--- src/crs_pkg.sv ---
package crs_pkg;

    localparam int NUM_LINES_DEF = 5;
    localparam int NUM_CODED     = 5;
    localparam int LINE_W        = 3;
    localparam int PRIO_W        = 8;
    localparam int UPPER_W       = 5;
    localparam int CFG_IDX_W     = 3;
    localparam int CFG_DATA_W    = 8;

    localparam logic [1:0] ST_DOWN    = 2'd0;
    localparam logic [1:0] ST_STANDBY = 2'd1;
    localparam logic [1:0] ST_ACTIVE  = 2'd2;

    localparam logic [1:0] CMD_LINK_DOWN = 2'd0;
    localparam logic [1:0] CMD_LINK_UP   = 2'd1;
    localparam logic [1:0] CMD_MANUAL    = 2'd2;
    localparam logic [1:0] CMD_CHECK     = 2'd3;

    localparam logic [1:0] STAT_OK        = 2'd0;
    localparam logic [1:0] STAT_BAD_LINE  = 2'd1;
    localparam logic [1:0] STAT_NO_SOURCE = 2'd2;

    localparam logic [CFG_IDX_W-1:0] CFG_PROTECTED = 3'd0;
    localparam logic [CFG_IDX_W-1:0] CFG_PRIO_GPSA = 3'd1;
    localparam logic [CFG_IDX_W-1:0] CFG_PRIO_GPSB = 3'd2;
    localparam logic [CFG_IDX_W-1:0] CFG_PRIO_EXTF = 3'd3;
    localparam logic [CFG_IDX_W-1:0] CFG_PRIO_CLKA = 3'd4;
    localparam logic [CFG_IDX_W-1:0] CFG_PRIO_CLKB = 3'd5;
    localparam logic [CFG_IDX_W-1:0] CFG_MUX_UPPER = 3'd6;

    localparam logic [PRIO_W-1:0] PRIO_NEVER = 8'hFF;

    typedef struct packed {
        logic capture;
        logic scan_step;
        logic apply;
        logic report;
    } dp_cmd_t;

    typedef struct packed {
        logic scan_last;
    } dp_stat_t;

    // Source select code driven onto the clock mux for each coded line
    function automatic logic [2:0] mux_code_of(input logic [LINE_W-1:0] idx);
        logic [2:0] code;
        unique case (idx)
            3'd0:    code = 3'b000;
            3'd1:    code = 3'b001;
            3'd2:    code = 3'b100;
            3'd3:    code = 3'b010;
            3'd4:    code = 3'b011;
            default: code = 3'b000;
        endcase
        return code;
    endfunction

endpackage

--- src/clock_reference_selector.sv ---
// Clock reference selector: picks which clock reference line drives the clock mux.
//
// Event channel: an event (cmd, line) transfers at a rising edge with start high
// and busy low. busy stays high while the event is worked on.
// Result channel: done is high for exactly one cycle with status, active_line,
// mux_value, mux_written, holdover and primary_ref_active valid in that cycle.
// The receiver cannot stall; a result must be taken in its done cycle.
// Configuration channel: cfg_valid/cfg_ready with cfg_index and cfg_data; the
// indexed register, if mapped, is written on each transfer. cfg_ready is always
// high. Write only while busy is low and no result is pending.
//
// Sequence: after the accepting edge the best-standby search walks one line per
// cycle, an apply step then updates the line state and a report step loads the
// result registers; done rises with that load and busy falls with it, so a new
// event is taken only once the previous result is out. The walk over the line
// states takes most of the time per event.
//
// Reset (rst_n low, asynchronous): all lines down, no links up, active line 0,
// mux register 0, protected mode on, all priorities 255, mux upper bits 0.
module clock_reference_selector #(
    parameter int NUM_LINES = crs_pkg::NUM_LINES_DEF
) (
    input  logic                             clk,
    input  logic                             rst_n,
    input  logic                             start,
    output logic                             busy,
    input  logic [1:0]                       cmd,
    input  logic [crs_pkg::LINE_W-1:0]       line,
    input  logic                             cfg_valid,
    output logic                             cfg_ready,
    input  logic [crs_pkg::CFG_IDX_W-1:0]    cfg_index,
    input  logic [crs_pkg::CFG_DATA_W-1:0]   cfg_data,
    output logic                             done,
    output logic [1:0]                       status,
    output logic [crs_pkg::LINE_W-1:0]       active_line,
    output logic [7:0]                       mux_value,
    output logic                             mux_written,
    output logic                             holdover,
    output logic                             primary_ref_active
);
    import crs_pkg::*;

    // configuration held for the datapath
    logic                             protected_mode;
    logic [NUM_CODED-1:0][PRIO_W-1:0] prio;
    logic [UPPER_W-1:0]               mux_upper;

    // controller to datapath commands and returned status
    dp_cmd_t  dp_cmd;
    dp_stat_t dp_stat;

    crs_cfg u_cfg (
        .clk            (clk),
        .rst_n          (rst_n),
        .cfg_valid      (cfg_valid),
        .cfg_ready      (cfg_ready),
        .cfg_index      (cfg_index),
        .cfg_data       (cfg_data),
        .protected_mode (protected_mode),
        .prio           (prio),
        .mux_upper      (mux_upper)
    );

    // sequence each event: capture, search, apply, report
    crs_ctrl u_ctrl (
        .clk     (clk),
        .rst_n   (rst_n),
        .start   (start),
        .busy    (busy),
        .done    (done),
        .dp_cmd  (dp_cmd),
        .dp_stat (dp_stat)
    );

    // line state, link flags, active line, mux register and the standby search
    crs_dp #(
        .NUM_LINES (NUM_LINES)
    ) u_dp (
        .clk                (clk),
        .rst_n              (rst_n),
        .dp_cmd             (dp_cmd),
        .dp_stat            (dp_stat),
        .cmd                (cmd),
        .line               (line),
        .protected_mode     (protected_mode),
        .prio               (prio),
        .mux_upper          (mux_upper),
        .status             (status),
        .active_line        (active_line),
        .mux_value          (mux_value),
        .mux_written        (mux_written),
        .holdover           (holdover),
        .primary_ref_active (primary_ref_active)
    );

endmodule

--- src/crs_cfg.sv ---
module crs_cfg (
    input  logic                                          clk,
    input  logic                                          rst_n,
    input  logic                                          cfg_valid,
    output logic                                          cfg_ready,
    input  logic [crs_pkg::CFG_IDX_W-1:0]                 cfg_index,
    input  logic [crs_pkg::CFG_DATA_W-1:0]                cfg_data,
    output logic                                          protected_mode,
    output logic [crs_pkg::NUM_CODED-1:0][crs_pkg::PRIO_W-1:0] prio,
    output logic [crs_pkg::UPPER_W-1:0]                   mux_upper
);
    import crs_pkg::*;

    logic                               prot_reg;
    logic [NUM_CODED-1:0][PRIO_W-1:0]   prio_reg;
    logic [UPPER_W-1:0]                 upper_reg;

    assign cfg_ready      = 1'b1;
    assign protected_mode = prot_reg;
    assign prio           = prio_reg;
    assign mux_upper      = upper_reg;

    always_ff @(posedge clk or negedge rst_n)
    begin
        if (!rst_n)
        begin
            prot_reg  <= 1'b1;
            prio_reg  <= {NUM_CODED{PRIO_NEVER}};
            upper_reg <= '0;
        end
        else if (cfg_valid && cfg_ready)
        begin
            // drop writes to unmapped indices
            unique case (cfg_index)
                CFG_PROTECTED: prot_reg    <= cfg_data[0];
                CFG_PRIO_GPSA: prio_reg[0] <= cfg_data;
                CFG_PRIO_GPSB: prio_reg[1] <= cfg_data;
                CFG_PRIO_EXTF: prio_reg[2] <= cfg_data;
                CFG_PRIO_CLKA: prio_reg[3] <= cfg_data;
                CFG_PRIO_CLKB: prio_reg[4] <= cfg_data;
                CFG_MUX_UPPER: upper_reg   <= cfg_data[UPPER_W-1:0];
                default:       ;
            endcase
        end
    end

endmodule

--- src/crs_ctrl.sv ---
module crs_ctrl (
    input  logic              clk,
    input  logic              rst_n,
    input  logic              start,
    output logic              busy,
    output logic              done,
    output crs_pkg::dp_cmd_t  dp_cmd,
    input  crs_pkg::dp_stat_t dp_stat
);
    import crs_pkg::*;

    typedef enum logic [1:0] {
        S_IDLE,
        S_SCAN,
        S_APPLY,
        S_REPORT
    } state_t;

    state_t state_reg;
    logic   busy_reg;
    logic   done_reg;

    assign busy = busy_reg;
    assign done = done_reg;

    always_comb
    begin
        dp_cmd.capture   = (state_reg == S_IDLE) && start;
        dp_cmd.scan_step = (state_reg == S_SCAN);
        dp_cmd.apply     = (state_reg == S_APPLY);
        dp_cmd.report    = (state_reg == S_REPORT);
    end

    always_ff @(posedge clk or negedge rst_n)
    begin
        if (!rst_n)
        begin
            state_reg <= S_IDLE;
            busy_reg  <= 1'b0;
            done_reg  <= 1'b0;
        end
        else
        begin
            // strobe done from the report state, rising as the result registers load
            done_reg <= (state_reg == S_REPORT);
            unique case (state_reg)
                S_IDLE:
                begin
                    if (start)
                    begin
                        state_reg <= S_SCAN;
                        busy_reg  <= 1'b1;
                    end
                end
                S_SCAN:
                begin
                    if (dp_stat.scan_last)
                        state_reg <= S_APPLY;
                end
                S_APPLY:
                begin
                    state_reg <= S_REPORT;
                end
                S_REPORT:
                begin
                    state_reg <= S_IDLE;
                    busy_reg  <= 1'b0;
                end
                default:
                begin
                    state_reg <= S_IDLE;
                end
            endcase
        end
    end

endmodule

--- src/crs_dp.sv ---
module crs_dp #(
    parameter int NUM_LINES = crs_pkg::NUM_LINES_DEF
) (
    input  logic                                          clk,
    input  logic                                          rst_n,
    input  crs_pkg::dp_cmd_t                              dp_cmd,
    output crs_pkg::dp_stat_t                             dp_stat,
    input  logic [1:0]                                    cmd,
    input  logic [crs_pkg::LINE_W-1:0]                    line,
    input  logic                                          protected_mode,
    input  logic [crs_pkg::NUM_CODED-1:0][crs_pkg::PRIO_W-1:0] prio,
    input  logic [crs_pkg::UPPER_W-1:0]                   mux_upper,
    output logic [1:0]                                    status,
    output logic [crs_pkg::LINE_W-1:0]                    active_line,
    output logic [7:0]                                    mux_value,
    output logic                                          mux_written,
    output logic                                          holdover,
    output logic                                          primary_ref_active
);
    import crs_pkg::*;

    localparam int IDX_W = $clog2(NUM_LINES);

    // per-line priority; lines without a mux code are never chosen
    logic [PRIO_W-1:0] prio_line [NUM_LINES];

    for (genvar g = 0; g < NUM_LINES; g++)
    begin : g_prio
        if (g < NUM_CODED)
        begin : g_coded
            assign prio_line[g] = prio[g];
        end
        else
        begin : g_uncoded
            assign prio_line[g] = PRIO_NEVER;
        end
    end

    logic [1:0]        ls_reg [NUM_LINES];
    logic [1:0]        ls_next [NUM_LINES];
    logic              lu_reg [NUM_LINES];
    logic              lu_next [NUM_LINES];
    logic [IDX_W-1:0]  act_reg;
    logic [IDX_W-1:0]  act_next;
    logic [7:0]        mux_reg;
    logic [7:0]        mux_next;

    logic [1:0]        cmd_reg;
    logic [LINE_W-1:0] line_reg;

    logic [IDX_W-1:0]  cnt_reg;
    logic              best_found_reg;
    logic [IDX_W-1:0]  best_idx_reg;
    logic [PRIO_W-1:0] best_p_reg;

    logic [1:0]        stat_reg;
    logic [1:0]        stat_next;
    logic              wr_reg;
    logic              wr_next;

    logic [1:0]        status_reg;
    logic [LINE_W-1:0] active_line_reg;
    logic [7:0]        mux_value_reg;
    logic              mux_written_reg;
    logic              holdover_reg;
    logic              primary_reg;

    logic [IDX_W-1:0]  li;
    logic              line_ok;
    logic              scan_hit;
    logic              hold_now;

    assign li      = line_reg[IDX_W-1:0];
    assign line_ok = {1'b0, line_reg} < (LINE_W+1)'(NUM_LINES);

    assign dp_stat.scan_last = (cnt_reg == IDX_W'(NUM_LINES - 1));

    // a link-down line counts as down for the standby search
    assign scan_hit = (ls_reg[cnt_reg] == ST_STANDBY)
                   && !((cmd_reg == CMD_LINK_DOWN) && (cnt_reg == li))
                   && (prio_line[cnt_reg] < best_p_reg);

    always_ff @(posedge clk)
    begin
        if (dp_cmd.capture)
        begin
            cmd_reg        <= cmd;
            line_reg       <= line;
            cnt_reg        <= '0;
            best_found_reg <= 1'b0;
            best_idx_reg   <= '0;
            best_p_reg     <= PRIO_NEVER;
        end
        else if (dp_cmd.scan_step)
        begin
            if (!dp_stat.scan_last)
                cnt_reg <= cnt_reg + 1'b1;
            if (scan_hit)
            begin
                best_found_reg <= 1'b1;
                best_idx_reg   <= cnt_reg;
                best_p_reg     <= prio_line[cnt_reg];
            end
        end
    end

    function automatic logic has_code(input logic [IDX_W-1:0] idx);
        return LINE_W'(idx) < LINE_W'(NUM_CODED);
    endfunction

    function automatic logic [7:0] mux_word(input logic [UPPER_W-1:0] upper,
                                            input logic [IDX_W-1:0] idx);
        return {upper, mux_code_of(LINE_W'(idx))};
    endfunction

    always_comb
    begin
        logic act_active;
        ls_next   = ls_reg;
        lu_next   = lu_reg;
        act_next  = act_reg;
        mux_next  = mux_reg;
        stat_next = STAT_OK;
        wr_next   = 1'b0;
        act_active = 1'b0;

        if ((cmd_reg != CMD_CHECK) && !line_ok)
        begin
            stat_next = STAT_BAD_LINE;
        end
        else
        begin
            unique case (cmd_reg)
                CMD_LINK_DOWN:
                begin
                    lu_next[li] = 1'b0;
                    if (protected_mode || (act_reg != li))
                    begin
                        ls_next[li] = ST_DOWN;
                        if (act_reg == li)
                        begin
                            if (!best_found_reg)
                                stat_next = STAT_NO_SOURCE;
                            else if (!has_code(best_idx_reg))
                                stat_next = STAT_BAD_LINE;
                            else
                            begin
                                wr_next               = 1'b1;
                                mux_next              = mux_word(mux_upper, best_idx_reg);
                                act_next              = best_idx_reg;
                                ls_next[best_idx_reg] = ST_ACTIVE;
                            end
                        end
                    end
                end
                CMD_LINK_UP:
                begin
                    lu_next[li] = 1'b1;
                    if (!protected_mode)
                    begin
                        if (act_reg != li)
                            ls_next[li] = ST_STANDBY;
                    end
                    else
                    begin
                        ls_next[li] = ST_STANDBY;
                        act_active  = (act_reg != li) && (ls_reg[act_reg] == ST_ACTIVE);
                        if (!act_active || (prio_line[li] < prio_line[act_reg]))
                        begin
                            if (has_code(li))
                            begin
                                wr_next  = 1'b1;
                                mux_next = mux_word(mux_upper, li);
                                if (act_active)
                                    ls_next[act_reg] = ST_STANDBY;
                                ls_next[li] = ST_ACTIVE;
                                act_next    = li;
                            end
                            else
                            begin
                                stat_next = STAT_BAD_LINE;
                            end
                        end
                    end
                end
                CMD_MANUAL:
                begin
                    if (has_code(li))
                    begin
                        wr_next  = 1'b1;
                        mux_next = mux_word(mux_upper, li);
                        if ((act_reg != li) && (ls_reg[act_reg] == ST_ACTIVE))
                            ls_next[act_reg] = lu_reg[act_reg] ? ST_STANDBY : ST_DOWN;
                        act_next    = li;
                        ls_next[li] = ST_ACTIVE;
                    end
                    else
                    begin
                        stat_next = STAT_BAD_LINE;
                    end
                end
                default:
                begin
                    // protected check: switch to better standby or off a down link
                    if (protected_mode && best_found_reg && (best_idx_reg != act_reg)
                        && ((prio_line[best_idx_reg] < prio_line[act_reg])
                            || !lu_reg[act_reg])
                        && has_code(best_idx_reg))
                    begin
                        wr_next               = 1'b1;
                        mux_next              = mux_word(mux_upper, best_idx_reg);
                        ls_next[act_reg]      = lu_reg[act_reg] ? ST_STANDBY : ST_DOWN;
                        act_next              = best_idx_reg;
                        ls_next[best_idx_reg] = ST_ACTIVE;
                    end
                end
            endcase
        end
    end

    always_ff @(posedge clk or negedge rst_n)
    begin
        if (!rst_n)
        begin
            for (int i = 0; i < NUM_LINES; i++)
            begin
                ls_reg[i] <= ST_DOWN;
                lu_reg[i] <= 1'b0;
            end
            act_reg <= '0;
            mux_reg <= '0;
        end
        else if (dp_cmd.apply)
        begin
            ls_reg  <= ls_next;
            lu_reg  <= lu_next;
            act_reg <= act_next;
            mux_reg <= mux_next;
        end
    end

    always_ff @(posedge clk)
    begin
        if (dp_cmd.apply)
        begin
            stat_reg <= stat_next;
            wr_reg   <= wr_next;
        end
    end

    always_comb
    begin
        hold_now = 1'b1;
        for (int i = 0; i < NUM_LINES; i++)
            if (ls_reg[i] == ST_ACTIVE)
                hold_now = 1'b0;
    end

    always_ff @(posedge clk)
    begin
        if (dp_cmd.report)
        begin
            status_reg      <= stat_reg;
            active_line_reg <= LINE_W'(act_reg);
            mux_value_reg   <= mux_reg;
            mux_written_reg <= wr_reg;
            holdover_reg    <= hold_now;
            primary_reg     <= (ls_reg[0] == ST_ACTIVE) || (ls_reg[1] == ST_ACTIVE);
        end
    end

    assign status             = status_reg;
    assign active_line        = active_line_reg;
    assign mux_value          = mux_value_reg;
    assign mux_written        = mux_written_reg;
    assign holdover           = holdover_reg;
    assign primary_ref_active = primary_reg;

endmodule

--- config.mk ---
export PLATFORM = sky130hd
export DESIGN_NAME = clock_reference_selector
export DESIGN_NICKNAME = d
export VERILOG_FILES = /design/src/crs_pkg.sv /design/src/clock_reference_selector.sv /design/src/crs_cfg.sv /design/src/crs_ctrl.sv /design/src/crs_dp.sv
export SDC_FILE = /design/constraint.sdc
export NUM_CORES = 1
export LEC_CHECK = 0
export BUFFER_PORTS_ARGS = -buffer_cell sky130_fd_sc_hd__buf_2
export CAP_MARGIN = 20
export CORE_MARGIN = 3
export CORE_UTILIZATION = 45
export DETAILED_ROUTE_END_ITERATION = 7
export SLEW_MARGIN = 20
export SYNTH_ARGS = -nofsm -noshare
export SYNTH_HDL_FRONTEND = slang
export SYNTH_SLANG_ARGS = --single-unit
--- constraint.sdc ---
create_clock -name clk -period 6.1 [get_ports clk]
set_clock_uncertainty 0.05 [all_clocks]
set_input_delay 0.915 -clock clk [delete_from_list [all_inputs] [get_ports clk]]
set_output_delay 0.915 -clock clk [all_outputs]
set_load 0.1 [all_outputs]
=== Yosys cells after proc, flatten, opt, wreduce, memory -nomap -nowiden ===
Index checks and enable logic that the tools add are counted.

* Flip-flop bits (word level): 115
* Bits of input ports: 20
* Output and inout port bits: 19

* $add $sub $neg: 1
* $lt $le $gt $ge: 13
* Eq/ne operators: 42
* Multiplexer cells: 96
* Bitwise gates (word level): 27
* Reductions and logical operators: 42

{| class="wikitable"
|+ Operator list
! cell !! number
|-
| $mux W10 || 20
|-
| $mux W8 || 16
|-
| $bmux W8 S3 || 4
|-
| $and A5 B5 Y5 || 7
|-
| $or A5 B5 Y5 || 7
|-
| $pmux W10 S3 || 1
|-
| $mux W2 || 14
|-
| $not A5 Y5 || 5
|-
| $lt A8 B8 Y1 || 3
|-
| $mux W3 || 8
|-
| $pmux W3 S4 || 2
|-
| $pmux W8 S3 || 1
|-
| $reduce_and A2 Y1 || 11
|-
| $demux W2 S3 || 3
|-
| $eq A2 B2 Y1 const B || 9
|-
| $eq A3 B2 Y1 const B || 6
|-
| $eq A3 B3 Y1 const B || 6
|-
| $ge A4 B4 Y1 const B || 4
|-
| $mux W1 || 16
|-
| $not A3 Y4 || 4
|-
| $logic_and A1 B1 Y1 || 13
|-
| $bmux W2 S3 || 2
|-
| $lt A4 B1 Y1 const B || 3
|-
| $ne A2 B2 Y1 const B || 6
|-
| other kinds (30) || 50
|}

=== Longest topological paths before layout ===
Gate-level depths: netlist of the first run.

* Depth after elaboration: 19
* Gate-level depth with buffers: 16
* Depth with buffers taken out: 12

=== Modules after synthesis ===
From an unflattened synthesis of the first run, not the netlist that was laid out.

* Cells, all modules: 761
* Area, all modules: 7,943.9 um2

{| class="wikitable"
|+ By module, submodules not included
! module !! times used !! cells an instance !! area each (um2) !! sequential area each (um2)
|-
| crs_dp || 1 || 638 || 5,765.5 || 1,671.6
|-
| crs_cfg || 1 || 104 || 1,940.6 || 1,202.4
|-
| crs_ctrl || 1 || 19 || 237.7 || 100.1
|}

=== Worst setup path before layout of the first run ===
No wires, ideal clock.

* Path kind: reg-to-reg
* Start point: register u_dp.act_reg[0]
* End point: register u_dp.act_reg[2]
* Setup time: 125 ps
* Arrival: 3,776 ps
* Data required time: 5,925 ps
* Path slack: 2,149 ps
* Cell stages (with the launch flop): 17
* Path buffers: 4
* Cells stage by stage: dfrtp_1 > buf_2 > buf_2 > buf_1 > mux4_2 > nor2b_1 > a21oi_1 > ha_1 > a211o_1 > a31oi_1 > o2111a_2 > a211oi_4 > o21ai_2 > nand4_1 > a21oi_2 > buf_6 > mux2_4

* Word-level cells in the longest chain between the ends: 10
* Elaborated cells on any way between the ends: 30
* Those cells by class: order compare: 2; eq/ne: 7; mux: 9; bitwise: 1; reduce/logical: 11

{| class="wikitable"
|+ RTL lines
! item !! RTL line !! text
|-
| from (decl) || crs_dp.sv:43 || <nowiki>logic [IDX_W-1:0] act_reg;</nowiki>
|-
| from (signal assigned) || crs_dp.sv:237 || <nowiki>act_reg <= act_next;</nowiki>
|-
| $not A3 Y4 (implied by the code) || -- ||
|-
| $bmux W8 S3 (tied with other cells) || crs_dp.sv:168, crs_dp.sv:206 ||
|-
| $mux W8 (implied by the code) (tied with other cells) (2 in series) || crs_dp.sv:168, crs_dp.sv:206 ||
|-
| $lt A8 B8 Y1 (tied with other cells) || crs_dp.sv:206 || <nowiki>&& ((prio_line[best_idx_reg] < prio_line[act_reg])</nowiki>
|-
| $logic_or A1 B1 Y1 or $logic_and A1 B1 Y1 (tied branches) || crs_dp.sv:207, crs_dp.sv:167 ||
|-
| $logic_and A1 B1 Y1 or $logic_not A1 Y1 (tied branches) || crs_dp.sv:206, crs_dp.sv:168 ||
|-
| $logic_and A1 B1 Y1 or $logic_or A1 B1 Y1 (tied branches) || crs_dp.sv:208, crs_dp.sv:168 ||
|-
| $reduce_bool A4 Y1 (no line) or $ne A2 B1 Y1 (tied branches) || -- ||
|-
| $reduce_and A9 Y1 (no line) * || -- ||
|}

Every way passes the cells marked *; elsewhere a longest branch is shown, timed or not. The select of a mux whose other input is x is not followed.
A chain may end at the register's enable or synchronous reset.

=== Worst setup path in the final report of the first run ===
* Start point: register u_dp.act_reg[1]
* End point: register u_dp.act_reg[0]

The elaborated chain is that of the path after synthesis.

==> results of run 1 <==
==> final cells by class <==
cell class,instances,area (sq um)
clock inverters,14,144
fillers,1445,7640
repair buffers,55,323
well taps,216,270
flip-flops and latches,115,2970
inverters,40,150
multi-input cells,517,4250
clock buffers,18,429
==> cell families after synthesis <==
kind of cell             after synthesis  synth area share
AND/OR/NAND/NOR                      169             0.112
multiplexers                         103             0.195
XOR/XNOR                              11            0.0128
flip-flops                           115             0.394
AO/OA/AOI/OAI                        201             0.188
adder cells (fa/ha/maj)               32            0.0530
other                                  1          0.000496
buffers and inverters                 81            0.0452
==> cells in the final DEF, fill, tap and decap left out, types with 15 or more instances in the layout <==
cell        n
dfstp_2    41
nor2_1     40
nand3_1    18
dfrtp_1    35
a21oi_1    29
edfxtp_1   24
inv_1      38
clkbuf_16  17
a22o_1     17
nand2_1    45
mux4_2     26
buf_2      36
ha_1       32
o21ai_0    49
buf_4      19
mux2_2     54
dfxtp_1    15
==> per-stage QoR <==
step | util | worst slack (ns) | hold slack, ns | total power, W | cells
after floorplan | - | 2.15 | 0.350 | 0.00316 | 713
final | 0.528 | 1.47 | 0.371 | 0.00485 | 975
after CTS | 0.528 | 1.50 | 0.373 | 0.00483 | 975
after global routing | 0.528 | 1.17 | 0.374 | 0.00515 | 975
after detailed placement | 0.492 | 1.50 | 0.358 | 0.00383 | 943
after global placement | 0.492 | 1.60 | 0.355 | 0.00380 | 943
==> per-layer routing <==
| metal | global-route usage | vias to the layer above | share of wire |
|---|---|---|---|
| met5 | 0 | - | 0 |
| li1 | - | 2792 | - |
| met1 | 0.377 | 3065 | 0.46 |
| met3 | 0.0736 | 46 | 0.074 |
| met4 | 0.0974 | 0 | 0.027 |
| met2 | 0.390 | 257 | 0.44 |
==> final timing paths <==
| path | slack, ns | cells after the start | to | from |
|---|---|---|---|---|
| min in group asynchronous | 0.58 | 1 | u_dp.mux_reg[3]$_DFFE_PN0P_ | rst_n |
| worst min register to register | 0.37 | 0 | u_dp.status[0]$_DFFE_PP_ | u_dp.stat_reg[0]$_SDFFCE_PP1P_ |
| worst max register to register | 1.47 | 12 | u_dp.act_reg[0]$_DFFE_PN0P_ | u_dp.act_reg[1]$_DFFE_PN0P_ |
| max in group asynchronous | 4.76 | 1 | asynchronous set/reset pin | rst_n |
| worst max-delay path | 1.47 | 12 | u_dp.act_reg[0]$_DFFE_PN0P_ | u_dp.act_reg[1]$_DFFE_PN0P_ |
| worst min-delay path | 0.37 | 0 | u_dp.status[0]$_DFFE_PP_ | u_dp.stat_reg[0]$_SDFFCE_PP1P_ |
==> power breakdown <==
group / switching [W] / leakage, nW / internal [W] / total (W)
clock network: 0.000403 / 0.269 / 0.000572 / 0.000975
registers: 0.000323 / 1.22 / 0.00111 / 0.00143
logic: 0.00149 / 1.88 / 0.000948 / 0.00244
total: 0.00222 / 3.37 / 0.00263 / 0.00485
==> flow_summary.yaml, run 1 <==
routing:
  drt_wl_total_um: 23500
  routedWlPerCell_um: 24.1
  antenna_left: 0
  drc_errors: 0
  dr.pass1.iters: 6
  vias: 6160
  drtIter0Drc: 573
  vias_per_cell: 6.32
logic_synthesis:
  avgSynthCellArea_sq_um: 10.6
  synth_ff_type: "dfstp_2"
  ys_warn_count: 0
  ys_top_cells_by_count: "mux2_2 (54), o21ai_0 (49), nand2_1 (45), dfstp_2 (41), nor2_1 (40)"
  async_reset_ff_frac: 0.661
  synthTopCellsByArea: "dfstp_2 (14%), dfrtp_1 (12%), edfxtp_1 (9.5%)"
  ys_types: 84
  synth.cell_area_sq_um: 7560
  ys_seq_elements: 115
  synth_top_area_frac: 0.143
  yosysSeqAreaShare: 0.394
  synthCells: 713
  post-synth-top-count-cell: "mux2_2"
  post-synth-top-area-cell: "dfstp_2"
  synth_enable_flop_cells: 24
  synth_nets: 765
run:
  maxCapViolCount: 0
clocking:
  cts_setup_buffers: 0
  ctsResizeCount: 0
  postCtsHoldBufs: 0
  cts_buffers: 17
  root_buffer: "clkbuf_16"
  cts_tree: "done"
  htreeDepth: 4
  worstSkewPairLatency_ns: 0.43
  clockBufferDepth: 2
  path_clk_slew_ns: 0.06
  cts_num_sinks: 115
power:
  vdd.ir_drop.worst_mv: 0.366
  power.density_nw_per_um2: 568
  leakage_nw: 3.37
floorplan:
  start_util: 0.467
  fp-row-count: 46
  coreArea_sq_um: 16200
  dieHeight_um: 136
  die_x_um: 136
  dieArea_sq_um: 18400
  ios: 39
global_route:
  first_global_vias: 6166
  antenna_found_initial: 0
  grt_max_degree: 77
  grt_usage: 0.266
  grt_pass1_wl_um: 36700
  globalRouteOverflowTotal: 0
critical_path:
  crit_type: "register to register"
  required_ns: 6.37
  worst-path-buf-inv: 0
  slowest_stage: "a21oi_2"
  cp_max_fo: 19
  worstPathArrival_ns: 4.90
  path_cells: "nor2_1, and2_1, a21oi_1, ha_1, a211o_1, a31oi_1, o2111a_2, a211oi_4, o21ai_2, nand4_1, a21oi_2, mux2_2"
  slowest_delay_ns: 0.73
  cp-end-kind: "register"
  start_kind: "register"
  worst_path_dominant_cell_family: "compound AO/OA/AOI/OAI gates"
sta:
  period_minus_slack_ns: 4.63
  clock.fmax_mhz: 216
  fin_tns_setup_ns: 0
  hold_viol: 0
  post-route-period-util: 0.760
  worstMarginPinSlew_ns: 1.02
  finalMaxSlewViolations: 0
  relSlewSlack: 0.313
  setup_viol: 0
  rsz0062_at_grt: "false"
placement:
  place_congestion: 0.961
  io_buffers: 37
  placed_area_sq_um: 7960
  dp_hpwl_um: 16900
run_status:
  status: "complete, no violations"
min_path:
  hold_class: "register to register"
layout:
  diodes: 0
  stdcell_area_sq_um: 8540
  layout-drive-gt1-share: 0.304
  largest_reg_flops: 40
  area_delta_synth_final_pct: 13.0
  fin_nets: 798
(Power assumes the default switching activity.)
==> run 2: changes to the inputs <==
==> constraint.sdc (replaced) <==
create_clock -name clk -period 4.65 [get_ports clk]
set_clock_uncertainty 0.05 [all_clocks]
set_input_delay 0.6975 -clock clk [delete_from_list [all_inputs] [get_ports clk]]
set_output_delay 0.6975 -clock clk [all_outputs]
set_load 0.1 [all_outputs]
==> run 2 against run 1 <==
  * Sequential share of layout area shrank 0.40 points
  * Via count rose by 1.5%
  * Hold slack worse by 0.19 ns
  * Core utilization rose by 0.61 points
  * Non-clock buffer count grew 9
  * Routed wire length is 1.5% lower
  * Combinational power is 32% higher
  * Largest cell class unchanged
  * Highest routed layer unchanged
  * Total power rose by 32%
==> flow_summary.yaml, run 2 (synthesis gave the netlist of run 1 again) <==
run_status:
  status: "complete, no violations"
routing:
  drt_wl_total_um: 23100
  drc_errors: 0
  vias: 6254
  drtIter0Drc: 543
  antenna_left: 0
  routedWlPerCell_um: 23.5
  vias_per_cell: 6.36
  dr.pass1.iters: 5
global_route:
  grt_usage: 0.263
  grt_pass1_wl_um: 36700
  globalRouteOverflowTotal: 0
  gr-usage-met1: 0.365
  antenna_found_initial: 0
  grt_use_met3: 0.0769
  met2_usage: 0.404
  grt_max_degree: 77
  first_global_vias: 6301
  grt-busiest-layer: "met2"
layout:
  fin_nets: 807
  diodes: 0
  layout-drive-gt1-share: 0.316
  final_common_cell: "mux2_2"
  layout_common_cells: "mux2_2 (54), o21ai_0 (49), nand2_1 (45)"
  largest_reg_flops: 40
  area_delta_synth_final_pct: 14.3
floorplan:
  dieHeight_um: 136
  coreArea_sq_um: 16200
  fp-row-count: 46
  start_util: 0.467
  dieArea_sq_um: 18400
  die_x_um: 136
  ios: 39
power:
  leakage_nw: 3.43
  power.density_nw_per_um2: 742
  vdd.ir_drop.worst_mv: 0.402
sta:
  clock.fmax_mhz: 242
  worstMarginPinSlew_ns: 0.873
  rsz0062_at_grt: "false"
  finalMaxSlewViolations: 0
  setup_viol: 0
  fin_tns_setup_ns: 0
  holdWs_ns: 0.182
  post-route-period-util: 0.890
  relSlewSlack: 0.416
  period_minus_slack_ns: 4.14
  hold_viol: 0
  finalWorstSetupSlack_ns: 0.513
placement:
  place_congestion: 0.973
  dp_slack_ns: 0.527
  dp_hpwl_um: 16700
  io_buffers: 37
critical_path:
  required_ns: 4.91
  path_cells: "mux4_2, a22o_1, ha_1, a21o_1, a21o_1, a21oi_1, o221ai_1, a21oi_1, nor2_1, a21oi_2, buf_4, mux2_2"
  crit_start: "u_dp.best_idx_reg[0]$_SDFFE_PP0P_"
  cp_max_fo: 12
  r2r_end: "u_dp.act_reg[0]$_DFFE_PN0P_"
  crit_type: "register to register"
  rrSetupSlack_ns: 0.51
  slowest_delay_ns: 0.83
  worstPathArrival_ns: 4.40
  start_kind: "register"
  ff2ff_path_depth: 12
  r2r_start: "u_dp.best_idx_reg[0]$_SDFFE_PP0P_"
  cp-end-kind: "register"
  slowest_stage: "dfxtp_1"
min_path:
  hold_class: "primary input to asynchronous set/reset pin"
clocking:
  postCtsHoldBufs: 0
  root_buffer: "clkbuf_16"
  path_clk_slew_ns: 0.06
  worstSkewPairLatency_ns: 0.43
  cts_tree: "done"
  ctsResizeCount: 0
  clockBufferDepth: 2
  cts_setup_buffers: 0
  cts_buffers: 17
  cts_num_sinks: 115
  htreeDepth: 4
run:
  maxCapViolCount: 0
run 2: final cells by class:
| cell class | instances | area, sq um |
|---|---|---|
| inverters | 40 | 150 |
| clock buffers | 18 | 439 |
| repair buffers | 64 | 403 |
| multi-input cells | 517 | 4260 |
| fillers | 1456 | 7540 |
| flip-flops and latches | 115 | 2970 |
| clock inverters | 14 | 143 |
| well taps | 216 | 270 |
run 2: layer usage:
layer	share of wire	vias up
met5	0	-
met4	0.016	0
met3	0.084	34
met2	0.45	261
met1	0.45	3143
li1	-	2816
run 2: worst max-delay path by stage:
| stage | to |
|---|---|
| final | u_dp.act_reg[0]$_DFFE_PN0P_ |
| after global placement | u_dp.act_reg[0]$_DFFE_PN0P_ |
| after CTS | u_dp.act_reg[0]$_DFFE_PN0P_ |
| after floorplan | u_dp.act_reg[2]$_DFFE_PN0P_ |
| after detailed placement | u_dp.act_reg[0]$_DFFE_PN0P_ |
| after global routing | u_dp.act_reg[0]$_DFFE_PN0P_ |
run 2: critical path, delay by kind of cell, from the launching register on:
family / cells / cell delay [ns]
compound gates: 7 / 1.54
mux: 2 / 0.95
flops: 1 / 0.83
fa+ha+maj: 1 / 0.29
buf+inv: 1 / 0.25
simple gates: 1 / 0.10
run 2: where the power goes:
part,total [W],internal [W],switching (W)
Sequential,0.00190,0.00145,0.000444
Combinational,0.00321,0.00128,0.00193
Clock,0.00130,0.000765,0.000535
Total,0.00641,0.00350,0.00291
run 2: metrics by stage:
step,util,total power (W),instances,instance area (sq um)
2_1_floorplan,-,0.00415,713,7560
3_3_place_gp,0.497,0.00501,951,8030
3_5_place_dp,0.497,0.00506,951,8030
4_1_cts,0.533,0.00639,983,8620
5_1_grt,0.534,0.00679,984,8640
6_report,0.534,0.00641,984,8640
